===== config.mk =====
export PLATFORM = sky130hd
export DESIGN_NAME = kmfp_ctrl
export DESIGN_NICKNAME = d
export VERILOG_FILES = /design/src/kmfp_pkg.sv /design/src/kmfp_ctrl.sv
export SDC_FILE = /design/constraint.sdc
export NUM_CORES = 1
export LEC_CHECK = 0
export BUFFER_PORTS_ARGS = -buffer_cell sky130_fd_sc_hd__buf_2
export CAP_MARGIN = 15
export CELL_PAD_IN_SITES_DETAIL_PLACEMENT = 1
export CELL_PAD_IN_SITES_GLOBAL_PLACEMENT = 1
export CORE_MARGIN = 2
export CORE_UTILIZATION = 33
export DETAILED_ROUTE_END_ITERATION = 16
export GPL_ROUTABILITY_DRIVEN = 0
export MAX_ROUTING_LAYER = met4
export PLACE_DENSITY_LB_ADDON = 0.08
export SETUP_SLACK_MARGIN = 0.15
export SYNTH_ARGS = -nofsm -noshare
export SYNTH_HDL_FRONTEND = slang
export SYNTH_SLANG_ARGS = --single-unit

===== constraint.sdc =====
create_clock -name clk_i -period 5 [get_ports clk_i]
set_input_delay 0.25 -clock clk_i [delete_from_list [all_inputs] [get_ports clk_i]]
set_output_delay 0.25 -clock clk_i [all_outputs]
set_load 0.005 [all_outputs]

===== src/kmfp_pkg.sv =====
package kmfp_pkg;

  localparam int CMD_W  = 2;
  localparam int IDX_W  = 8;
  localparam int PLY_W  = 7;
  localparam int SEG_W  = 9;
  localparam int PC_W   = 3;
  localparam int SQ_W   = 7;
  localparam int KIND_W = 3;

  typedef enum logic [CMD_W-1:0] {
    CMD_WRITE  = 2'd0,
    CMD_READ   = 2'd1,
    CMD_SAVE   = 2'd2,
    CMD_INSERT = 2'd3
  } cmd_e;

  typedef enum logic [3:0] {
    S_CLEAR,
    S_IDLE,
    S_EXEC,
    S_SAVE,
    S_KREAD,
    S_SCAN,
    S_SHIFT,
    S_PLACE,
    S_DONE
  } state_e;

  // list read address select
  typedef enum logic [2:0] {
    RA_INDEX,
    RA_START,
    RA_NEXT,
    RA_PREV,
    RA_PREV2
  } rsel_e;

  // list write source, which also fixes the write address
  typedef enum logic [1:0] {
    WS_ITEM,
    WS_SHIFT,
    WS_HELD
  } wsrc_e;

  typedef enum logic [1:0] {
    PTR_HOLD,
    PTR_START,
    PTR_INC,
    PTR_DEC
  } ptr_op_e;

  typedef struct packed {
    logic [PC_W-1:0]   piece;
    logic [PC_W-1:0]   captured;
    logic [SQ_W-1:0]   from_sq;
    logic [SQ_W-1:0]   to_sq;
    logic [KIND_W-1:0] kind;
  } entry_t;

  typedef struct packed {
    logic [SQ_W-1:0] from_sq;
    logic [SQ_W-1:0] to_sq;
  } kpair_t;

  typedef struct packed {
    logic [CMD_W-1:0]  cmd;
    logic [IDX_W-1:0]  index;
    logic [PLY_W-1:0]  ply;
    logic [IDX_W-1:0]  start_req;
    logic [SEG_W-1:0]  segment_end;
    logic [PC_W-1:0]   piece;
    logic [PC_W-1:0]   captured;
    logic [SQ_W-1:0]   from_sq;
    logic [SQ_W-1:0]   to_sq;
    logic [KIND_W-1:0] move_kind;
  } item_t;

  typedef struct packed {
    logic              found;
    logic [IDX_W-1:0]  found_index;
    logic [PC_W-1:0]   out_piece;
    logic [PC_W-1:0]   out_captured;
    logic [SQ_W-1:0]   out_from;
    logic [SQ_W-1:0]   out_to;
    logic [KIND_W-1:0] out_kind;
  } res_t;

  typedef struct packed {
    logic    load_item;
    logic    list_rd;
    rsel_e   rsel;
    logic    list_wr;
    wsrc_e   wsrc;
    logic    kill_rd;
    logic    kill_wr;
    logic    kill_clear;
    ptr_op_e ptr_op;
    logic    res_hit;
    logic    load_out;
  } ctrl_t;

  typedef struct packed {
    cmd_e cmd;
    logic index_ok;
    logic ply_ok;
    logic seg_ok;
    logic hit;
    logic last_scan;
    logic at_start;
    logic prev_is_start;
    logic clr_last;
  } stat_t;

endpackage


===== src/kmfp_ctrl.sv =====
module kmfp_ctrl (
  input  logic            clk_i,
  input  logic            rst_ni,
  input  logic            in_valid_i,
  output logic            in_ready_o,
  output logic            out_valid_o,
  input  logic            out_ready_i,
  input  kmfp_pkg::stat_t st_i,
  output kmfp_pkg::ctrl_t ctl_o
);
  import kmfp_pkg::*;

  state_e state_q, state_d;
  logic   out_valid_q, out_valid_d;

  always_ff @(posedge clk_i or negedge rst_ni) begin
    if (!rst_ni) begin
      state_q     <= S_CLEAR;
      out_valid_q <= 1'b0;
    end else begin
      state_q     <= state_d;
      out_valid_q <= out_valid_d;
    end
  end

  always_comb begin
    state_d        = state_q;
    in_ready_o     = 1'b0;
    ctl_o.load_item  = 1'b0;
    ctl_o.list_rd    = 1'b0;
    ctl_o.rsel       = RA_INDEX;
    ctl_o.list_wr    = 1'b0;
    ctl_o.wsrc       = WS_ITEM;
    ctl_o.kill_rd    = 1'b0;
    ctl_o.kill_wr    = 1'b0;
    ctl_o.kill_clear = 1'b0;
    ctl_o.ptr_op     = PTR_HOLD;
    ctl_o.res_hit    = 1'b0;
    ctl_o.load_out   = 1'b0;

    unique case (state_q)
      S_CLEAR: begin
        ctl_o.kill_wr    = 1'b1;
        ctl_o.kill_clear = 1'b1;
        if (st_i.clr_last) state_d = S_IDLE;
      end
      S_IDLE: begin
        in_ready_o = 1'b1;
        if (in_valid_i) begin
          ctl_o.load_item = 1'b1;
          state_d         = S_EXEC;
        end
      end
      S_EXEC: begin
        state_d = S_DONE;
        unique case (st_i.cmd)
          CMD_WRITE: begin
            ctl_o.list_wr = st_i.index_ok;
            ctl_o.wsrc    = WS_ITEM;
          end
          CMD_READ: begin
            ctl_o.list_rd = st_i.index_ok;
            ctl_o.rsel    = RA_INDEX;
          end
          CMD_SAVE: begin
            if (st_i.index_ok && st_i.ply_ok) begin
              ctl_o.list_rd = 1'b1;
              ctl_o.rsel    = RA_INDEX;
              state_d       = S_SAVE;
            end
          end
          CMD_INSERT: begin
            if (st_i.ply_ok && st_i.seg_ok) begin
              ctl_o.kill_rd = 1'b1;
              state_d       = S_KREAD;
            end
          end
          default: state_d = S_DONE;
        endcase
      end
      S_SAVE: begin
        ctl_o.kill_wr = 1'b1;
        state_d       = S_DONE;
      end
      S_KREAD: begin
        ctl_o.list_rd = 1'b1;
        ctl_o.rsel    = RA_START;
        ctl_o.ptr_op  = PTR_START;
        state_d       = S_SCAN;
      end
      S_SCAN: begin
        // read data belongs to the pointer, the next address is fetched ahead
        if (st_i.hit) begin
          ctl_o.res_hit = 1'b1;
          if (st_i.at_start) begin
            state_d = S_PLACE;
          end else begin
            ctl_o.list_rd = 1'b1;
            ctl_o.rsel    = RA_PREV;
            state_d       = S_SHIFT;
          end
        end else if (st_i.last_scan) begin
          state_d = S_DONE;
        end else begin
          ctl_o.list_rd = 1'b1;
          ctl_o.rsel    = RA_NEXT;
          ctl_o.ptr_op  = PTR_INC;
        end
      end
      S_SHIFT: begin
        // entry below the pointer moves up one place
        ctl_o.list_wr = 1'b1;
        ctl_o.wsrc    = WS_SHIFT;
        if (st_i.prev_is_start) begin
          state_d = S_PLACE;
        end else begin
          ctl_o.list_rd = 1'b1;
          ctl_o.rsel    = RA_PREV2;
          ctl_o.ptr_op  = PTR_DEC;
        end
      end
      S_PLACE: begin
        ctl_o.list_wr = 1'b1;
        ctl_o.wsrc    = WS_HELD;
        state_d       = S_DONE;
      end
      S_DONE: begin
        if (!out_valid_q || out_ready_i) begin
          ctl_o.load_out = 1'b1;
          state_d        = S_IDLE;
        end
      end
      default: state_d = S_CLEAR;
    endcase

    if (ctl_o.load_out) begin
      out_valid_d = 1'b1;
    end else if (out_ready_i) begin
      out_valid_d = 1'b0;
    end else begin
      out_valid_d = out_valid_q;
    end
  end

  assign out_valid_o = out_valid_q;

  a_accept_exec: assert property (@(posedge clk_i) disable iff (!rst_ni)
    in_valid_i && in_ready_o |=> state_q == S_EXEC)
    else $error("accepted transaction did not start execution");

  a_no_overwrite: assert property (@(posedge clk_i) disable iff (!rst_ni)
    ctl_o.load_out |-> (!out_valid_q || out_ready_i))
    else $error("pending result overwritten");

  a_result_from_done: assert property (@(posedge clk_i) disable iff (!rst_ni)
    $rose(out_valid_q) |-> $past(state_q) == S_DONE)
    else $error("result raised outside completion");

endmodule


[After elaboration in Yosys (flattened, before gate mapping)]
Cells that the tools add are included.
Word-level totals
  logic and storage cells: 66
  flip-flop bits (word level): 5
Operators by class
  reduce and logical (&&, ||, !) cells: 10
  equal/unequal tests: 16
  multiplexer cells: 38
Operator list (count)
  two-way mux 4 bit: 13
  one-hot mux 4 bit (8 select lines): 1
  == test 4 x 3 -> 1 bit (second input constant): 4
  one-hot mux 4 bit (2 select lines): 2
  one-hot mux 4 bit (4 select lines): 1
  two-way mux 1 bit: 15
  one-hot mux 3 bit (3 select lines): 1
  == test 4 x 2 -> 1 bit (second input constant): 2
  != test 2 bit (second input constant): 4
  two-way mux 2 bit: 3
  one-hot mux 2 bit (3 select lines): 1
  AND reduction 5 bit: 1
  == test 2 bit (second input constant): 2
  == test 4 x 1 -> 1 bit (second input constant): 1
  == test 4 bit (second input constant): 1
  zero test 4 bit: 1
  OR reduction 2 bit: 2
  two-way mux 3 bit: 1
  != test 3 bit (second input constant): 1
  == test 2 x 1 -> 1 bit (second input constant): 1
  logical AND 1 bit: 2
  zero test 2 bit: 1
  nonzero test 2 bit: 1
  zero test 1 bit: 1
  logical OR 1 bit: 1

[Longest topological paths before layout]
  word-level depth: 5
  depth in mapped cells: 6

[Worst setup path before layout]
No wires, ideal clock.
  path type: register to output
  from: register state_q[3]
  to: output port ctl_o[13] (netlist name)
  arrival: 1.459 ns
  stages on the path, launching flop included: 7
  data required time: 4.750 ns
  setup slack: 3.291 ns
  path buffers: 2
  path through: dfrtp_1 > nand2b_1 > buf_6 > or4_1 > buf_2 > o31a_4 > nand3b_1
RTL lines
  start: declaration: RTL line kmfp_ctrl.sv:13  | state_e state_q, state_d;
  start signal: assignment: RTL line kmfp_ctrl.sv:21  | state_q <= state_d;
  end: declaration: RTL line kmfp_ctrl.sv:9  | output kmfp_pkg::ctrl_t ctl_o

==> results.txt <==
The net count after synthesis was 107. In the final routed layout, each cell accounts on average for 12.99 µm. The critical path data arrival time came out at 2.19 ns. The run finished with clean final reports. 31 I/O pins were placed. In this run, placement finished with an instance count of 138. For the largest buffer count on any clock path, the log shows 2. The remaining design rule violation count was 0. The dominant register cell in the synthesized netlist was dfrtp_1. Counting cells, the worst reg-to-reg path comes to 4. The worst setup path is launched from a flip-flop. The run gives 0.6766 as the worst slew margin relative to its limit. Most repeated cell in the gate-level netlist after synthesis: inv_1.

During placement, the flow inserted port buffers numbering 30. The detailed router's first-iteration violation count was 12. The logs give 744 for the number of global-route vias before repair and 16 for the total number of placement rows. The iteration count of the initial detailed-routing pass came out at 3. Hold is met by 0.3439 ns.

Counting every sink on the clock net gives 5. For the register-to-register setup slack, the log shows 2.95 ns. Along the worst hold path, the cell count comes to 3. The run gives 0 as the number of buffers inserted by post-CTS setup repair. The layout cell share with drive strength beyond 1 was 0.3017. Once detail routing completed, the nets flagged for antenna violations numbered 0. The part of the cycle the worst path needs is 0.4872, and the largest vdd supply drop is 0.2617 mV.

The repair_antennas step left the layout with diodes totalling 0. The fraction of post-synthesis cell area in the top cell type by area was 0.1873; the cell area after layout was 848.3 µm². Power density relative to cell area: 361.8 mW/mm². The cell count after synthesis came out at 88. In this run the critical register-to-register path is captured at state_q[3].

For the initial antenna violation count, the log shows 0. The sequential area share after synthesis was 0.1873. The detailed router placed 737 vias in this run.

The tree is rooted in a clkbuf_4. In this run the worst path has a maximum fanout of 14. After clock tree synthesis, the clock-pin slew on the worst setup and hold paths is 0.04 ns.

Setup repair after global routing left no endpoint under its margin. The pin count of the biggest net entering global routing was 17. By count the netlist is led by inv_1 (9), nor3_1 (7). After legalization and detailed placement, the total HPWL measured 1.515 mm. The CTS H-tree depth is 1. The average cell area after synthesis was 7.593 µm².

In this run the worst setup path terminates at ctl_o[13]. The all-layer global routing usage was 0.1682. The tightest min-delay check is of the in -> reg type.

The biggest area contributor in the post-synthesis netlist is dfrtp_1. The unique cell type count in the Yosys netlist was 36. Between clock sinks in the finished design, the worst skew comes to 0.0007132 ns. Timing would allow up to 0.4105 GHz. Chip height: 49.00 µm.

TritonCTS built the clock tree. The nature of the critical path endpoint was an output pin. The launching element of the worst setup path is state_q[2]. The startpoint identified for the worst register-to-register timing path is state_q[2]. The share of flip-flops with an asynchronous set or reset works out to 1.000. Summed over all layers, the global routing overflow is 0. Initial core utilization: 0.3441. The number of synthesized register bits is 5, and the number of synthesized flops with an enable pin is 0. The first global-routing pass estimated 3.194 mm of wire. For the post-route setup TNS, the log shows 0 ns. The filler-free cell count of the finished design is 143, and the post-placement cell area is 812.0 µm².

The horizontal die dimension works out to 49.00 µm. By area the synthesized netlist is led by dfrtp_1 (19%), ha_1 (9.4%), nor3_1 (5.2%). At the pin with the least slew margin, the transition time is 0.4851 ns.

Across the run, the number of max-cap violations was 0. Once the clock tree was built, the resizer swapped 0 gates to a different size. The run gives 136 as the net total in the final layout.

The worst setup path is of the reg -> out kind. The worst path needs 2.436 ns of the cycle, external delays included. After synthesis the cells add up to 668.1 µm². The analysis attributes to cell leakage a power of 0.4538 nW. The die footprint came out at 0.002401 mm². The TritonCTS buffer count was 3. The max-slew violation count came out at 0. The number of hold violations in the final report came out at 0. STA puts the critical path data required time at 4.75 ns. For the worst-skew pair, the clock arrives at the later sink with an insertion delay of 0.24 ns.

Setup violations remaining at the end of the flow were counted as 0. The core region is 0.001942 mm². Via-per-instance ratio: 5.154.

The area added between synthesis and finish was 26.97%. The tools report the count of warnings emitted by yosys as 0. Wires add up to 1.858 mm.
cells in the final DEF (no fill, tap or decap), types with 3 or more instances in the layout:
cell,count
nand2b_1,5
and2_1,3
nand3b_1,3
inv_1,9
o21ai_0,5
nand2_1,4
clkbuf_4,3
dfrtp_1,5
a21oi_1,4
nor2_1,4
nor3_1,7
ha_1,5
buf_2,30
layer usage:
metal	wire, µm	vias to the layer above	global-route usage
li1	-	378	-
met1	895	344	0.2075
met2	908	15	0.2854
met3	54	0	0.01840
met4	0	0	0.05714
met5	0	-	-
power by group:
part	internal [mW]	total, mW	switching, mW
Clock	0.0301	0.0454	0.0154
Sequential	0.0550	0.0960	0.0410
Combinational	0.0869	0.166	0.0787
Total	0.172	0.307	0.135
through the flow:
stage          total power, mW  worst slack (ns)  utilization
6_report                0.3070             2.564       0.4369
3_3_place_gp            0.2646             2.908       0.4182
5_1_grt                 0.3398             2.413       0.4369
4_1_cts                 0.3142             2.540       0.4369
3_5_place_dp            0.2660             2.796       0.4182
2_1_floorplan           0.2068             3.291            -
kinds of logic (layout without fill, tap and decap cells):
family	count (synthesis)	in the layout	share of synthesized area
buffers and inverters	16	44	0.1105
DFF	5	5	0.1873
AOI/OAI and AO/OA	24	24	0.2716
and+or+nand+nor	37	37	0.3221
adders and majority gates	5	5	0.09363
muxes	1	1	0.01498
timing repair:
action,in CTS,in global routing
endpoints found under the setup margin,0,0
hold endpoints to repair,5,0
hold buffers,1,0
how the worst min path moves through the flow:
stage | startpoint | to | slack [ns]
floorplan | rst_ni | out_valid_o | -0.05
detailed placement | rst_ni | out_valid_o | 0.07
global route | rst_ni | state_q[2] | 0.36
finish | out_ready_i | out_valid_o | 0.34
CTS | rst_ni | state_q[0] | 0.34
global placement | rst_ni | state_q[1] | 0.06
area by class of cell:
cell class | instances | area [µm²]
Sequential cell | 5 | 125.1
Multi-Input combinational cell | 67 | 469.2
Tap cell | 27 | 33.78
Timing Repair Buffer | 31 | 160.2
Inverter | 9 | 33.78
Fill cell | 269 | 1094
Clock buffer | 4 | 26.28
flip-flops by register name, summed over array words and instances (netlist names):
name and cells:
state_q 4, out_valid_o 1
worst max-delay path: stages, from the launching register on:
cell      delay (ns)
dfrtp_1         0.58
nand2b_1        0.31
or4_1           0.67
o31a_4          0.19
nand3b_1        0.09
buf_2           0.11
Note: power is estimated with default switching activity, not from simulation.
